$ cat src/tlex_pkg.sv
// Package for the term text lexer: state encoding, token kinds, character codes
// and the result and bundle types shared by the front end, queue and back end.
// No dependencies.
package tlex_pkg;

	typedef enum logic [3:0] {
		M_IDLE    = 4'd0,
		M_VAR     = 4'd1,
		M_ATOM    = 4'd2,
		M_QATOM   = 4'd3,
		M_INT     = 4'd4,
		M_DOTWAIT = 4'd5,
		M_FRAC    = 4'd6,
		M_STR     = 4'd7,
		M_STRESC  = 4'd8
	} mode_t;

	localparam logic [3:0] TK_COMMA  = 4'd0;
	localparam logic [3:0] TK_DOT    = 4'd1;
	localparam logic [3:0] TK_LPAR   = 4'd2;
	localparam logic [3:0] TK_RPAR   = 4'd3;
	localparam logic [3:0] TK_LBRK   = 4'd4;
	localparam logic [3:0] TK_RBRK   = 4'd5;
	localparam logic [3:0] TK_LBRC   = 4'd6;
	localparam logic [3:0] TK_RBRC   = 4'd7;
	localparam logic [3:0] TK_VAR    = 4'd8;
	localparam logic [3:0] TK_ATOM   = 4'd9;
	localparam logic [3:0] TK_NUM    = 4'd10;
	localparam logic [3:0] TK_STR    = 4'd11;

	localparam logic [7:0] CH_NUL    = 8'h00;
	localparam logic [7:0] CH_NL     = 8'h0A;
	localparam logic [7:0] CH_DQUOTE = 8'h22;
	localparam logic [7:0] CH_APOS   = 8'h27;
	localparam logic [7:0] CH_LPAR   = 8'h28;
	localparam logic [7:0] CH_RPAR   = 8'h29;
	localparam logic [7:0] CH_COMMA  = 8'h2C;
	localparam logic [7:0] CH_DOT    = 8'h2E;
	localparam logic [7:0] CH_LBRK   = 8'h5B;
	localparam logic [7:0] CH_BSLASH = 8'h5C;
	localparam logic [7:0] CH_RBRK   = 8'h5D;
	localparam logic [7:0] CH_USCORE = 8'h5F;
	localparam logic [7:0] CH_LOW_N  = 8'h6E;
	localparam logic [7:0] CH_LBRC   = 8'h7B;
	localparam logic [7:0] CH_RBRC   = 8'h7D;

	localparam int MAX_RES = 3;

	typedef struct packed {
		logic [3:0] token_kind;
		logic       has_char;
		logic [7:0] char_out;
		logic       token_end;
	} res_t;

	typedef struct packed {
		logic [1:0]           count;
		res_t [MAX_RES-1:0]   res;
	} bundle_t;

	typedef struct packed {
		logic    push;
		bundle_t bundle;
	} qwr_t;

	function automatic res_t mk_res(logic [3:0] k, logic has, logic [7:0] ch, logic fin);
		res_t r;
		r.token_kind = k;
		r.has_char   = has;
		r.char_out   = has ? ch : CH_NUL;
		r.token_end  = fin;
		return r;
	endfunction

	function automatic bundle_t add_res(bundle_t b, res_t r);
		bundle_t o;
		o = b;
		o.res[b.count] = r;
		o.count = b.count + 2'd1;
		return o;
	endfunction

endpackage

$ cat src/tlex_front.sv
// Front end of the term text lexer: accepts text bytes, runs the lexer state
// machine and hands up to three results per byte to the queue as one bundle.
// Depends on tlex_pkg.
module tlex_front (
	input  logic               clk,
	input  logic               arst_n,
	input  logic               byte_valid,
	input  logic               kind,
	input  logic [7:0]         char_code,
	input  logic               q_full,
	output logic               byte_stall,
	output tlex_pkg::qwr_t     qwr
);

	tlex_pkg::mode_t   mode_q;
	tlex_pkg::mode_t   mode_d;
	tlex_pkg::mode_t   st_mode;
	tlex_pkg::res_t    st_res;
	tlex_pkg::bundle_t b;
	logic              st_has;
	logic              acc;
	logic              flush;
	logic              dig;
	logic              up;
	logic              lo;
	logic              word;

	assign byte_stall = q_full;
	assign acc        = byte_valid && !byte_stall;
	assign flush      = kind || (char_code == tlex_pkg::CH_NUL);
	assign dig        = char_code inside {[8'h30:8'h39]};
	assign up         = char_code inside {[8'h41:8'h5A]};
	assign lo         = char_code inside {[8'h61:8'h7A]};
	assign word       = dig || up || lo || (char_code == tlex_pkg::CH_USCORE);

	always_comb begin
		st_has  = 1'b1;
		st_mode = tlex_pkg::M_IDLE;
		st_res  = tlex_pkg::mk_res(tlex_pkg::TK_COMMA, 1'b0, tlex_pkg::CH_NUL, 1'b1);
		case (char_code)
			tlex_pkg::CH_COMMA: st_res.token_kind = tlex_pkg::TK_COMMA;
			tlex_pkg::CH_DOT:   st_res.token_kind = tlex_pkg::TK_DOT;
			tlex_pkg::CH_LPAR:  st_res.token_kind = tlex_pkg::TK_LPAR;
			tlex_pkg::CH_RPAR:  st_res.token_kind = tlex_pkg::TK_RPAR;
			tlex_pkg::CH_LBRK:  st_res.token_kind = tlex_pkg::TK_LBRK;
			tlex_pkg::CH_RBRK:  st_res.token_kind = tlex_pkg::TK_RBRK;
			tlex_pkg::CH_LBRC:  st_res.token_kind = tlex_pkg::TK_LBRC;
			tlex_pkg::CH_RBRC:  st_res.token_kind = tlex_pkg::TK_RBRC;
			tlex_pkg::CH_APOS: begin
				st_has  = 1'b0;
				st_mode = tlex_pkg::M_QATOM;
			end
			tlex_pkg::CH_DQUOTE: begin
				st_has  = 1'b0;
				st_mode = tlex_pkg::M_STR;
			end
			default: begin
				if (dig) begin
					st_res  = tlex_pkg::mk_res(tlex_pkg::TK_NUM, 1'b1, char_code, 1'b0);
					st_mode = tlex_pkg::M_INT;
				end else if (up) begin
					st_res  = tlex_pkg::mk_res(tlex_pkg::TK_VAR, 1'b1, char_code, 1'b0);
					st_mode = tlex_pkg::M_VAR;
				end else if (lo) begin
					st_res  = tlex_pkg::mk_res(tlex_pkg::TK_ATOM, 1'b1, char_code, 1'b0);
					st_mode = tlex_pkg::M_ATOM;
				end else begin
					st_has = 1'b0;
				end
			end
		endcase
	end

	always_comb begin
		mode_d = mode_q;
		if (acc) begin
			if (flush) begin
				mode_d = tlex_pkg::M_IDLE;
			end else begin
				case (mode_q)
					tlex_pkg::M_VAR, tlex_pkg::M_ATOM: begin
						if (!word) mode_d = st_mode;
					end
					tlex_pkg::M_QATOM: begin
						if (char_code == tlex_pkg::CH_APOS) mode_d = tlex_pkg::M_IDLE;
					end
					tlex_pkg::M_STR: begin
						if (char_code == tlex_pkg::CH_BSLASH) mode_d = tlex_pkg::M_STRESC;
						else if (char_code == tlex_pkg::CH_DQUOTE) mode_d = tlex_pkg::M_IDLE;
					end
					tlex_pkg::M_STRESC: mode_d = tlex_pkg::M_STR;
					tlex_pkg::M_INT: begin
						if (char_code == tlex_pkg::CH_DOT) mode_d = tlex_pkg::M_DOTWAIT;
						else if (!dig) mode_d = st_mode;
					end
					tlex_pkg::M_DOTWAIT: mode_d = dig ? tlex_pkg::M_FRAC : st_mode;
					tlex_pkg::M_FRAC: begin
						if (!dig) mode_d = st_mode;
					end
					default: mode_d = st_mode;
				endcase
			end
		end
	end

	always_comb begin
		logic [3:0] wk;
		wk = (mode_q == tlex_pkg::M_VAR) ? tlex_pkg::TK_VAR : tlex_pkg::TK_ATOM;
		b = '0;
		if (flush) begin
			case (mode_q)
				tlex_pkg::M_VAR:
					b = tlex_pkg::add_res(b, tlex_pkg::mk_res(tlex_pkg::TK_VAR, 1'b0,
						tlex_pkg::CH_NUL, 1'b1));
				tlex_pkg::M_ATOM, tlex_pkg::M_QATOM:
					b = tlex_pkg::add_res(b, tlex_pkg::mk_res(tlex_pkg::TK_ATOM, 1'b0,
						tlex_pkg::CH_NUL, 1'b1));
				tlex_pkg::M_INT, tlex_pkg::M_FRAC:
					b = tlex_pkg::add_res(b, tlex_pkg::mk_res(tlex_pkg::TK_NUM, 1'b0,
						tlex_pkg::CH_NUL, 1'b1));
				tlex_pkg::M_DOTWAIT: begin
					b = tlex_pkg::add_res(b, tlex_pkg::mk_res(tlex_pkg::TK_NUM, 1'b0,
						tlex_pkg::CH_NUL, 1'b1));
					b = tlex_pkg::add_res(b, tlex_pkg::mk_res(tlex_pkg::TK_DOT, 1'b0,
						tlex_pkg::CH_NUL, 1'b1));
				end
				tlex_pkg::M_STR, tlex_pkg::M_STRESC:
					b = tlex_pkg::add_res(b, tlex_pkg::mk_res(tlex_pkg::TK_STR, 1'b0,
						tlex_pkg::CH_NUL, 1'b1));
				default: b = '0;
			endcase
		end else begin
			case (mode_q)
				tlex_pkg::M_VAR, tlex_pkg::M_ATOM: begin
					if (word) begin
						b = tlex_pkg::add_res(b, tlex_pkg::mk_res(wk, 1'b1, char_code, 1'b0));
					end else begin
						b = tlex_pkg::add_res(b, tlex_pkg::mk_res(wk, 1'b0,
							tlex_pkg::CH_NUL, 1'b1));
						if (st_has) b = tlex_pkg::add_res(b, st_res);
					end
				end
				tlex_pkg::M_QATOM: begin
					if (char_code == tlex_pkg::CH_APOS)
						b = tlex_pkg::add_res(b, tlex_pkg::mk_res(tlex_pkg::TK_ATOM, 1'b0,
							tlex_pkg::CH_NUL, 1'b1));
					else
						b = tlex_pkg::add_res(b, tlex_pkg::mk_res(tlex_pkg::TK_ATOM, 1'b1,
							char_code, 1'b0));
				end
				tlex_pkg::M_STR: begin
					if (char_code == tlex_pkg::CH_DQUOTE)
						b = tlex_pkg::add_res(b, tlex_pkg::mk_res(tlex_pkg::TK_STR, 1'b0,
							tlex_pkg::CH_NUL, 1'b1));
					else if (char_code != tlex_pkg::CH_BSLASH)
						b = tlex_pkg::add_res(b, tlex_pkg::mk_res(tlex_pkg::TK_STR, 1'b1,
							char_code, 1'b0));
				end
				tlex_pkg::M_STRESC:
					b = tlex_pkg::add_res(b, tlex_pkg::mk_res(tlex_pkg::TK_STR, 1'b1,
						(char_code == tlex_pkg::CH_LOW_N) ? tlex_pkg::CH_NL : char_code,
						1'b0));
				tlex_pkg::M_INT, tlex_pkg::M_FRAC: begin
					if (dig) begin
						b = tlex_pkg::add_res(b, tlex_pkg::mk_res(tlex_pkg::TK_NUM, 1'b1,
							char_code, 1'b0));
					end else if (!(mode_q == tlex_pkg::M_INT &&
							char_code == tlex_pkg::CH_DOT)) begin
						b = tlex_pkg::add_res(b, tlex_pkg::mk_res(tlex_pkg::TK_NUM, 1'b0,
							tlex_pkg::CH_NUL, 1'b1));
						if (st_has) b = tlex_pkg::add_res(b, st_res);
					end
				end
				tlex_pkg::M_DOTWAIT: begin
					if (dig) begin
						b = tlex_pkg::add_res(b, tlex_pkg::mk_res(tlex_pkg::TK_NUM, 1'b1,
							tlex_pkg::CH_DOT, 1'b0));
						b = tlex_pkg::add_res(b, tlex_pkg::mk_res(tlex_pkg::TK_NUM, 1'b1,
							char_code, 1'b0));
					end else begin
						b = tlex_pkg::add_res(b, tlex_pkg::mk_res(tlex_pkg::TK_NUM, 1'b0,
							tlex_pkg::CH_NUL, 1'b1));
						b = tlex_pkg::add_res(b, tlex_pkg::mk_res(tlex_pkg::TK_DOT, 1'b0,
							tlex_pkg::CH_NUL, 1'b1));
						if (st_has) b = tlex_pkg::add_res(b, st_res);
					end
				end
				default: begin
					if (st_has) b = tlex_pkg::add_res(b, st_res);
				end
			endcase
		end
	end

	assign qwr.push   = acc && (b.count != 2'd0);
	assign qwr.bundle = b;

	always_ff @(posedge clk or negedge arst_n) begin
		if (!arst_n) begin
			mode_q <= tlex_pkg::M_IDLE;
		end else begin
			mode_q <= mode_d;
		end
	end

	a_flush_idle: assert property (@(posedge clk) disable iff (!arst_n)
		(acc && flush) |=> (mode_q == tlex_pkg::M_IDLE))
		else $error("lexer not idle after end of text");

	a_esc_from_str: assert property (@(posedge clk) disable iff (!arst_n)
		(mode_q == tlex_pkg::M_STRESC && mode_q != $past(mode_q))
			|-> ($past(mode_q) == tlex_pkg::M_STR))
		else $error("escape state entered outside a string");

	a_no_push_full: assert property (@(posedge clk) disable iff (!arst_n)
		qwr.push |-> !q_full)
		else $error("bundle pushed into a full queue");

endmodule

$ cat src/tlex_queue.sv
// Bundle queue between the lexer front end and the result serializer.
// Depends on tlex_pkg.
module tlex_queue #(
	parameter int DEPTH = 2
) (
	input  logic               clk,
	input  logic               arst_n,
	input  tlex_pkg::qwr_t     qwr,
	input  logic               pop,
	output logic               full,
	output logic               empty,
	output tlex_pkg::bundle_t  head
);

	localparam int PW = (DEPTH > 1) ? $clog2(DEPTH) : 1;
	localparam int CW = $clog2(DEPTH + 1);

	tlex_pkg::bundle_t mem_q [DEPTH];
	logic [PW-1:0]     wr_ptr_q;
	logic [PW-1:0]     rd_ptr_q;
	logic [CW-1:0]     cnt_q;
	logic              do_pop;

	assign full   = (cnt_q == CW'(DEPTH));
	assign empty  = (cnt_q == '0);
	assign head   = mem_q[rd_ptr_q];
	assign do_pop = pop && !empty;

	always_ff @(posedge clk) begin
		if (qwr.push) begin
			mem_q[wr_ptr_q] <= qwr.bundle;
		end
	end

	always_ff @(posedge clk or negedge arst_n) begin
		if (!arst_n) begin
			wr_ptr_q <= '0;
			rd_ptr_q <= '0;
			cnt_q    <= '0;
		end else begin
			if (qwr.push) begin
				wr_ptr_q <= (wr_ptr_q == PW'(DEPTH - 1)) ? '0 : wr_ptr_q + 1'b1;
			end
			if (do_pop) begin
				rd_ptr_q <= (rd_ptr_q == PW'(DEPTH - 1)) ? '0 : rd_ptr_q + 1'b1;
			end
			if (qwr.push && !do_pop) begin
				cnt_q <= cnt_q + 1'b1;
			end else if (!qwr.push && do_pop) begin
				cnt_q <= cnt_q - 1'b1;
			end
		end
	end

endmodule

$ cat src/tlex_back.sv
// Back end of the term text lexer: walks the head bundle into the output register
// one result per cycle unless stalled, and marks the last result of each byte.
// Depends on tlex_pkg.
module tlex_back (
	input  logic               clk,
	input  logic               arst_n,
	input  logic               empty,
	input  tlex_pkg::bundle_t  head,
	input  logic               tok_stall,
	output logic               pop,
	output logic               tok_valid,
	output tlex_pkg::res_t     tok_res,
	output logic               tok_last
);

	logic           valid_q;
	tlex_pkg::res_t res_q;
	logic           last_q;
	logic [1:0]     idx_q;
	logic           load;
	logic           at_last;

	assign load      = !empty && (!valid_q || !tok_stall);
	assign at_last   = (idx_q == (head.count - 2'd1));
	assign pop       = load && at_last;
	assign tok_valid = valid_q;
	assign tok_res   = res_q;
	assign tok_last  = last_q;

	always_ff @(posedge clk) begin
		if (load) begin
			res_q  <= head.res[idx_q];
			last_q <= at_last;
		end
	end

	always_ff @(posedge clk or negedge arst_n) begin
		if (!arst_n) begin
			valid_q <= 1'b0;
			idx_q   <= '0;
		end else begin
			if (load) begin
				valid_q <= 1'b1;
				idx_q   <= at_last ? 2'd0 : idx_q + 2'd1;
			end else if (!tok_stall) begin
				valid_q <= 1'b0;
			end
		end
	end

	a_idx_in_bundle: assert property (@(posedge clk) disable iff (!arst_n)
		!empty |-> (idx_q < head.count))
		else $error("result index beyond head bundle");

	a_end_or_char: assert property (@(posedge clk) disable iff (!arst_n)
		valid_q |-> (res_q.has_char != res_q.token_end))
		else $error("result is neither a body character nor a token end");

	a_idx_reset: assert property (@(posedge clk) disable iff (!arst_n)
		pop |=> (idx_q == 2'd0))
		else $error("result index not rewound after a bundle");

endmodule

$ cat src/term_text_lexer_unit.sv
// Term text lexer: one text byte is taken per cycle while the bundle queue has
// room, and token results leave at one per cycle while tok_stall is low. A byte
// causes 0 to 3 results, so the sustained rate is one byte per cycle only for
// text that averages at most one result per byte; the result serializer sets
// that limit. Results go to the queue as one bundle per byte, then through the
// output register. QUEUE_DEPTH bundles of slack let the two sides stall apart.
module term_text_lexer_unit #(
	parameter int QUEUE_DEPTH = 2
) (
	input  logic       clk,
	input  logic       arst_n,
	input  logic       byte_valid,
	output logic       byte_stall,
	input  logic       kind,
	input  logic [7:0] char_code,
	output logic       tok_valid,
	input  logic       tok_stall,
	output logic [3:0] token_kind,
	output logic       has_char,
	output logic [7:0] char_out,
	output logic       token_end,
	output logic       last
);

	tlex_pkg::qwr_t    qwr;
	tlex_pkg::bundle_t head;
	tlex_pkg::res_t    tok_res;
	logic              q_full;
	logic              q_empty;
	logic              pop;

	tlex_front u_front (
		.clk        (clk),
		.arst_n     (arst_n),
		.byte_valid (byte_valid),
		.kind       (kind),
		.char_code  (char_code),
		.q_full     (q_full),
		.byte_stall (byte_stall),
		.qwr        (qwr)
	);

	tlex_queue #(
		.DEPTH (QUEUE_DEPTH)
	) u_queue (
		.clk    (clk),
		.arst_n (arst_n),
		.qwr    (qwr),
		.pop    (pop),
		.full   (q_full),
		.empty  (q_empty),
		.head   (head)
	);

	tlex_back u_back (
		.clk       (clk),
		.arst_n    (arst_n),
		.empty     (q_empty),
		.head      (head),
		.tok_stall (tok_stall),
		.pop       (pop),
		.tok_valid (tok_valid),
		.tok_res   (tok_res),
		.tok_last  (last)
	);

	assign token_kind = tok_res.token_kind;
	assign has_char   = tok_res.has_char;
	assign char_out   = tok_res.char_out;
	assign token_end  = tok_res.token_end;

endmodule

$ cat config.mk
export PLATFORM = sky130hd
export DESIGN_NAME = term_text_lexer_unit
export DESIGN_NICKNAME = d
export VERILOG_FILES = /design/src/tlex_pkg.sv /design/src/tlex_front.sv /design/src/tlex_queue.sv /design/src/tlex_back.sv /design/src/term_text_lexer_unit.sv
export SDC_FILE = /design/constraint.sdc
export NUM_CORES = 1
export LEC_CHECK = 0
export BUFFER_PORTS_ARGS = -buffer_cell sky130_fd_sc_hd__buf_2
export CAP_MARGIN = 20
export CORE_UTILIZATION = 55
export CTS_CLUSTER_SIZE = 20
export DETAILED_ROUTE_END_ITERATION = 10
export PLACE_DENSITY = 0.83
export SYNTH_ARGS = -nofsm -noshare
export SYNTH_HDL_FRONTEND = slang
export SYNTH_SLANG_ARGS = --single-unit
$ cat constraint.sdc
create_clock -name clk -period 4 [get_ports clk]
set_clock_uncertainty 0.15 [all_clocks]
set_input_delay 0.6 -clock clk [delete_from_list [all_inputs] [get_ports clk]]
set_output_delay 0.6 -clock clk [all_outputs]
set_load 0.05 [all_outputs]
# Word-level counts from Yosys, hierarchy flattened
# Memories as Yosys holds them, arrays and structs flattened.
# Index checks and enable logic that the tools add are counted.
# totals
mem_count	2
mem_bits_rw	88
regBits	26
mem_bits_ro	128
inputBits	13
# memory_table
memory	words	width	read_ports	rd_ports_with_merged_regs	write_ports	line	source
(no name shown)	16	8	1	0	0	tlex_front.sv:111	case (mode_q)
u_queue.mem_q	2	44	1	0	1	tlex_queue.sv:18	tlex_pkg::bundle_t mem_q [DEPTH];
# op_classes
muxes	48
n_reduce_logical	33
n_eq_ne	28
magnitude_cmp	7
add_sub_neg	6
# op_table
operator	count
$mux 44	8
$pmux 44 s6	1
$mux 43	3
$eq 8x7->1 const B	7
$mux 14	4
$eq 8x6->1 const B	6
$mux 4	10
$pmux 4 s8	1
$bmux 14 s2	1
$pmux 4 s7	1
$mux 10	2
$eq 4x3->1 const B	4
$ge 8x7->1 const B	2
$le 8x7->1 const B	2
$pmux 4 s3	1
$logic_and 1x1->1	11
$mux 1	10
$reduce_or 10->1	1
$eq 4x2->1 const B	2
$ge 8x6->1 const B	1
$le 8x6->1 const B	1
$logic_not 8->1	1
$mux 2	4
$mux 8	1
other kinds (22)	37

# Longest topological paths before layout
# Gate-level depths: netlist (run 1).
# depth
word_depth	17
depth_mapped	14
depth_no_buf	11

# By module
# A second synthesis (run 1) with hierarchy kept.
# hier_totals
cells_unflattened	488
hier_area_um2	6088.3
# modules_own_cells
mod	cells_per_inst	seq_area_each_um2	area_each_um2	instances
tlex_queue	153	2742.6	3563.4	1
tlex_front	253	100.1	1595.3	1
tlex_back	82	525.5	929.6	1

# Least setup slack after synthesis (run 1)
# Ideal clock, no wire load.
# synth_path
path_type	input -> register
from	input char_code[2]
to	memory u_queue.mem_q[0][0] in the netlist's numbering (enable)
setup_ns	0.446
arrival_ns	4.041
path_slack_ns	-0.637
required_ns	3.404
stages	9
cell_sequence	clkbuf_1 > o21ai_0 > and2_1 > buf_2 > nor2_1 > mux2i_1 > a211oi_1 > o31ai_4 > nor2_1
# synth_via
elab_chain_len	15
# synth_rtl
element	line	source
start, declared	term_text_lexer_unit.sv:15	input logic [7:0] char_code,
$ge 8x7->1 or $le 8x7->1 (tied branches)	tlex_front.sv:33	assign lo = char_code inside {[8'h61:8'h7A]};
$logic_and 1x1->1	tlex_front.sv:33	
$mux 1	tlex_front.sv:64	end else if (lo) begin
$mux 1	tlex_front.sv:61	end else if (up) begin
$mux 1	tlex_front.sv:58	if (dig) begin
$pmux 1 s2	tlex_front.sv:40	case (char_code)
$mux 44	tlex_front.sv:171	if (st_has) b = tlex_pkg::add_res(b, st_res);
$mux 44	tlex_front.sv:167	end else if (!(mode_q == tlex_pkg::M_INT &&
$mux 44	tlex_front.sv:164	if (dig) begin
$pmux 44 s6	tlex_front.sv:133	case (mode_q)
$mux 44 (*)	tlex_front.sv:110	if (flush) begin
$reduce_bool 2->1 (*)	tlex_front.sv:195	assign qwr.push = acc && (b.count != 2'd0);
$logic_and 1x1->1 (*)	tlex_front.sv:195	
$mux 1 (*)	tlex_queue.sv:30	if (qwr.push) begin
$mux 1 (implied by the code) (*)	tlex_queue.sv:31	mem_q[wr_ptr_q] <= qwr.bundle;
end, declared	tlex_queue.sv:18	
# Every way passes the cells marked *; elsewhere a longest branch is shown, timed or not.

==> metrics.txt, run 1 <==
status finished, final reports clean; max_slew headroom 45.32%; peak supply drop 0.3731 mV; Die Outline Area 10690 um2; EDFF count, synth roughly 100; area post-placement 5992 um2; GRT Total Usage between 20 and 30%; Worst Setup SP u_front.mode_q[0]; clk_lat worst skew 0.52 ns; DRC viols 0; FF-to-FF setup slack roughly 0.92 ns; final max-slew violation count 0; largest net degree at the start of global routing 45; Leakage 2.399 nW; clock period minus worst slack 3.078 ns; TritonCTS buffer count 17; first-pass GRT wire length 21.98 mm; post-CTS sizing 0; max-cap violations 0; FFs w/ async S/R, synth 9.649%; initial antenna violation count 0; Routed WL ~14 mm; Final ANT Viol Nets 0; # diodes 0; drt first pass iters 5; Max Clk Rate 324.9 MHz; R2R Path Start u_front.mode_q[0]; Final Hold Viols 0; final instance area 6584 um2; Final Wtd Congestion slightly above 0.9; CTS Sinks 114; Tot Pwr 0.004501 W; Layout area overhead 16.47%; r2r endpoint u_queue.cnt_q[1]; Setup Fix Bufs, Post-CTS 0; kind of critical path register to register; cells on worst reg2reg path 12; Mapped Area 5653 um2; CORE AREA 9864 um2; P per Cell Area roughly 680 nW/um2; hold path cells 3; Fillers 693; initial DRC count 369; Initial Utilization 57.31%; hold-fix buffers at CTS 1; Die Wd 103.4 um; CTS max path bufs 2; layout cell share with drive strength beyond 1 20.87%; vias in the first global route 4016; H-tree depth 4; RSZ-0062 raised after global routing false; Ports 30; Die Height 103.4 um; most frequent cells after synthesis 103 x edfxtp_1, 35 x nand2_1, 33 x nor2_1; HPWL after DPL ~9 mm; Finish-stage setup viols 0; CTS tree yes; Yosys top cell by area edfxtp_1; Hold Path End u_back.tok_valid; Mapped Cells between 400 and 500; peak fanout along the critical path 15; Worst-Margin Slew 0.8172 ns; Final Cycle Share between 70% and 80%; root buffer cell clkbuf_8; Synth Warn # 0; per-cell routed wire length 22.31 um; num rows 36; hold path start tok_stall; HP Class input port to register; Clock Pin Slew Worst Setup and Hold Paths approximately 0.060 ns; #FFs+latches synth 114; Synth top area share a little over half; Req. time, crit path 4.29 ns; register area share after synthesis between 50% and 60%; Synth area leaders edfxtp_1 55%, mux4_2 5.6%, dfrtp_1 4.9%; Crit. End Element register; critical path arrival 3.37 ns; input/output buffers 29; fin nets 504; vias per cell 6.300; post-synth cell types 71; synthesized area per cell about 12 um2; final global-route overflow total 0; count leader, synth edfxtp_1; ys flop type edfxtp_1; vias post-DR 4007; startpoint types register
## where the power goes
part	switching [W]	total, W	internal, W
Sequential	0.0000817	0.00165	0.00157
Combinational	0.000933	0.00139	0.000459
Clock	0.000519	0.00146	0.000943
Total	0.00153	0.00450	0.00297
## worst max path at each step
stage                           endpoint  depth (start not counted)
finish                  u_queue.cnt_q[1]                         12
global route            u_queue.cnt_q[1]                         12
CTS                     u_queue.cnt_q[1]                         12
detailed placement      u_queue.cnt_q[1]                         11
global placement    u_queue.mem_q[0][22]                          9
floorplan            u_queue.mem_q[0][0]                          9
## area by class of cell
cell class	instances	area (um2)	share of cell area (%)
inverter	25	93.84	1.425
clock buffer	18	417.9	6.347
multi-input combinational	288	2087	31.70
timing repair buffer	44	285.3	4.333
sequential	114	3369	51.18
clock inverter	14	163.9	2.490
tap	133	166.4	2.528
## state kept, by name (all words and copies together) (netlist names)
register / flops
u_queue.mem_q: 88
u_back.tok_res: 14
u_front.mode_q: 4
u_back.idx_q: 2
u_queue.cnt_q: 2
u_back.tok_last: 1
u_back.tok_valid: 1
u_queue.rd_ptr_q: 1
u_queue.wr_ptr_q: 1
## per-layer routing
metal	vias to the layer above	track usage [%]	wire, um
met5	-	0	0
met4	0	13.65	454
met3	34	5.511	1035
met2	234	48.09	7109
met1	1938	36.73	5592
li1	1801	-	-
## kinds of logic after synthesis
kind of cell / synth area share, %
flops: 59.58
compound gates: 13.41
mux: 9.141
buf+inv: 3.962
fa+ha+maj: 0.2213
xor+xnor: 1.704
simple gates: 11.91
other cells: 0.06634
## stage by stage
stage,utilization (%),worst slack (ns),std cells,TNS [ns],hold WS (ns)
global route,66.74,0.6814,636,0,0.1678
global placement,60.74,0.5535,603,0,0.3113
floorplan,-,-0.6367,456,-56.03,0.1544
CTS,66.74,0.9384,636,0,0.1260
detailed placement,60.74,0.4527,603,0,0.3323
finish,66.74,0.9218,636,0,0.1362
## cells in the final DEF, fill, tap and decap left out, drive strengths merged, types with 3 or more instances in the layout
master	count
a21oi	18
nor2b	4
clkinvlp	4
mux2i	19
and2	7
clkbuf	18
a211oi	4
inv	26
or2	3
edfxtp	103
xnor2	5
dfrtp	11
mux4	14
o21ai	28
nor2	35
nor3	14
nand2b	8
conb	4
a21o	3
nand3	6
o31ai	7
bufinv	3
o22ai	17
xor2	6
clkinv	6
nand2	35
buf	43
## worst max-delay path: stages (launching register included)
cell and delay (ns):
dfrtp_1 0.56, nor3_2 0.25, buf_4 0.18, xor2_1 0.19, nand2_1 0.09, nor3b_1 0.23
a211oi_1 0.12, o31ai_4 0.46, inv_1 0.09, ha_1 0.22, xor2_1 0.15, nor2_1 0.14
xor2_1 0.17
(Power assumes the default switching activity.)
==> run 2: changes to the inputs <==
Settings changed: PLACE_DENSITY 0.83 to 0.8.
Clock period 4 ns to 3.1 ns, I/O delays scaled along.
==> metrics.txt, run 2 (synthesis results as in run 1) <==
first-pass GRT wire length 23.27 mm (was 21.98 mm); per-cell routed wire length 22.31 um (about the same); Layout area overhead 21.89% (was 16.47%); Routed WL 15.04 mm (was 14.19 mm); GRT Total Usage 30.77% (was 28.92%); max_slew headroom 57.71% (was 45.32%); CTS Sinks 114 (unchanged); CTS max path bufs 2 (unchanged); fin nets 542 (was 504); Ports 30 (unchanged); max FFs per register 88 (unchanged); kind of critical path register to register (unchanged); Initial Utilization 57.31% (unchanged); Clock Pin Slew Worst Setup and Hold Paths 0.06 ns (about the same); # diodes 0 (unchanged); HP Class input port to register (unchanged); commonest non-fill, non-tap cell in the layout edfxtp_1 (unchanged); most frequent cells in the layout 103 x edfxtp_1, 50 x buf_4, 34 x nand2_1 (was 103 x edfxtp_1, 35 x nand2_1, 31 x nor2_1); CTS tree yes (unchanged); vias post-DR 4242 (was 4007); FF/Latch Area 3369 um2 (unchanged); Req. time, crit path 3.16 ns (was 4.29 ns); drt first pass iters 6 (was 5); vias per cell 6.294 (was 6.300); final max-slew violation count 0 (unchanged); Max Clk Rate 354.8 MHz (was 324.9 MHz); peak supply drop 0.4860 mV (was 0.3731 mV); HPWL after DPL 10.58 mm (was 9.238 mm); initial DRC count 531 (was 369); final global-route overflow total 0 (unchanged); Die Height 103.4 um (unchanged); H-tree depth 4 (unchanged); Final Wtd Congestion 0.9821 (was 0.9310); Fillers 663 (was 693); RSZ-0062 raised after global routing false (unchanged); root buffer cell clkbuf_8 (unchanged); vias in the first global route 4207 (was 4016); startpoint types register (unchanged); placed cell count 641 (was 603); Crit. End Element register (unchanged); input/output buffers 29 (unchanged); critical path arrival 2.88 ns (was 3.37 ns); Finished Layout Cells 674 (was 636); Final ANT Viol Nets 0 (unchanged); largest net degree at the start of global routing 33 (was 45); peak fanout along the critical path 32 (was 15); Die Outline Area 10690 um2 (unchanged); layout cell share with drive strength beyond 1 27.36% (was 20.87%); Leakage 2.589 nW (was 2.399 nW); Worst-Margin Slew 0.6344 ns (was 0.8172 ns); Finish-stage setup viols 0 (unchanged); initial antenna violation count 0 (unchanged); Tot Pwr 0.005884 W (was 0.004501 W); worst hold slack 0.01661 ns (was 0.1362 ns); max-cap violations 0 (unchanged); DRC viols 0 (unchanged); post-CTS sizing 0 (unchanged); TritonCTS buffer count 17 (unchanged); Final Hold Viols 0 (unchanged); status finished, final reports clean (unchanged); utilization after layout 69.85% (was 66.74%); Die Wd 103.4 um (unchanged); Largest Register u_queue.mem_q (unchanged); CORE AREA 9864 um2 (unchanged); Final Cycle Share 90.93% (was 76.95%); P per Cell Area 854.0 nW/um2 (was 683.6 nW/um2); Multi-input gate area 2106 um2 (was 2087 um2); clk_lat worst skew 0.52 ns (about the same); num rows 36 (unchanged); clock period minus worst slack 2.819 ns (was 3.078 ns)
[run 2: routing by layer]
layer	part of all wire, %	routed length [um]	vias up	global-route usage, %
met1	40	6043	2084	39.61
met4	3.7	563	0	14.19
li1	-	-	1870	-
met3	7.5	1132	47	5.645
met2	49	7298	241	50.79
met5	0	0	-	0
[run 2: layout make-up]
cell class                      count  area share (%)
Sequential cell                   114           48.90
Multi-Input combinational cell    288           30.56
Timing Repair Buffer               82           8.280
Clock buffer                       19           6.119
Tap cell                          133           2.415
Clock inverter                     13           2.361
Inverter                           25           1.362
[run 2: path summary, 6_finish.rpt]
path | from | endpoint | slack (ns) | cells after the start
max | u_front.mode_q[3] | u_queue.mem_q[0][27] | 0.28 | 9
min reg2reg | u_back.tok_valid | u_back.tok_valid | 0.36 | 2
min | tok_stall | u_back.tok_valid | 0.02 | 3
max reg2reg | u_front.mode_q[3] | u_queue.mem_q[0][27] | 0.28 | 9
max in group asynchronous | arst_n | u_queue.rd_ptr_q | 2.38 | 2
min in group asynchronous | arst_n | u_front.mode_q[1] | 0.19 | 2
[run 2: where the power goes]
group / internal, W / switching [W]
sequential: 0.00202 / 0.000122
combinational: 0.000639 / 0.00121
clock: 0.00122 / 0.000673
total: 0.00388 / 0.00201
[run 2: what timing repair did]
item | 4_1_cts | 5_1_grt
hold buffers | 1 | 0
hold endpoints to repair | 11 | 0
buffers inserted | 0 | 0
setup endpoints to repair | 0 | 0
[run 2: stage by stage]
step | area, um2 | setup TNS (ns) | setup WS (ns)
6_report | 6890 | 0 | 0.2813
2_1_floorplan | 5702 | -0.01100 | -0.01100
3_3_place_gp | 6296 | 0 | 0.06070
3_5_place_dp | 6296 | 0 | 0.01298
5_1_grt | 6890 | 0 | 0.1483
4_1_cts | 6890 | 0 | 0.2707
[run 2: worst max-delay path, cell delays in order, from the launching register on]
cell and delay, ns:
dfrtp_1 0.38, nor2b_1 0.38, o311ai_4 0.20, nor2_2 0.25, mux2i_1 0.13, a211oi_2 0.35
o31ai_4 0.09, buf_4 0.16, nor2_4 0.16, buf_12 0.23
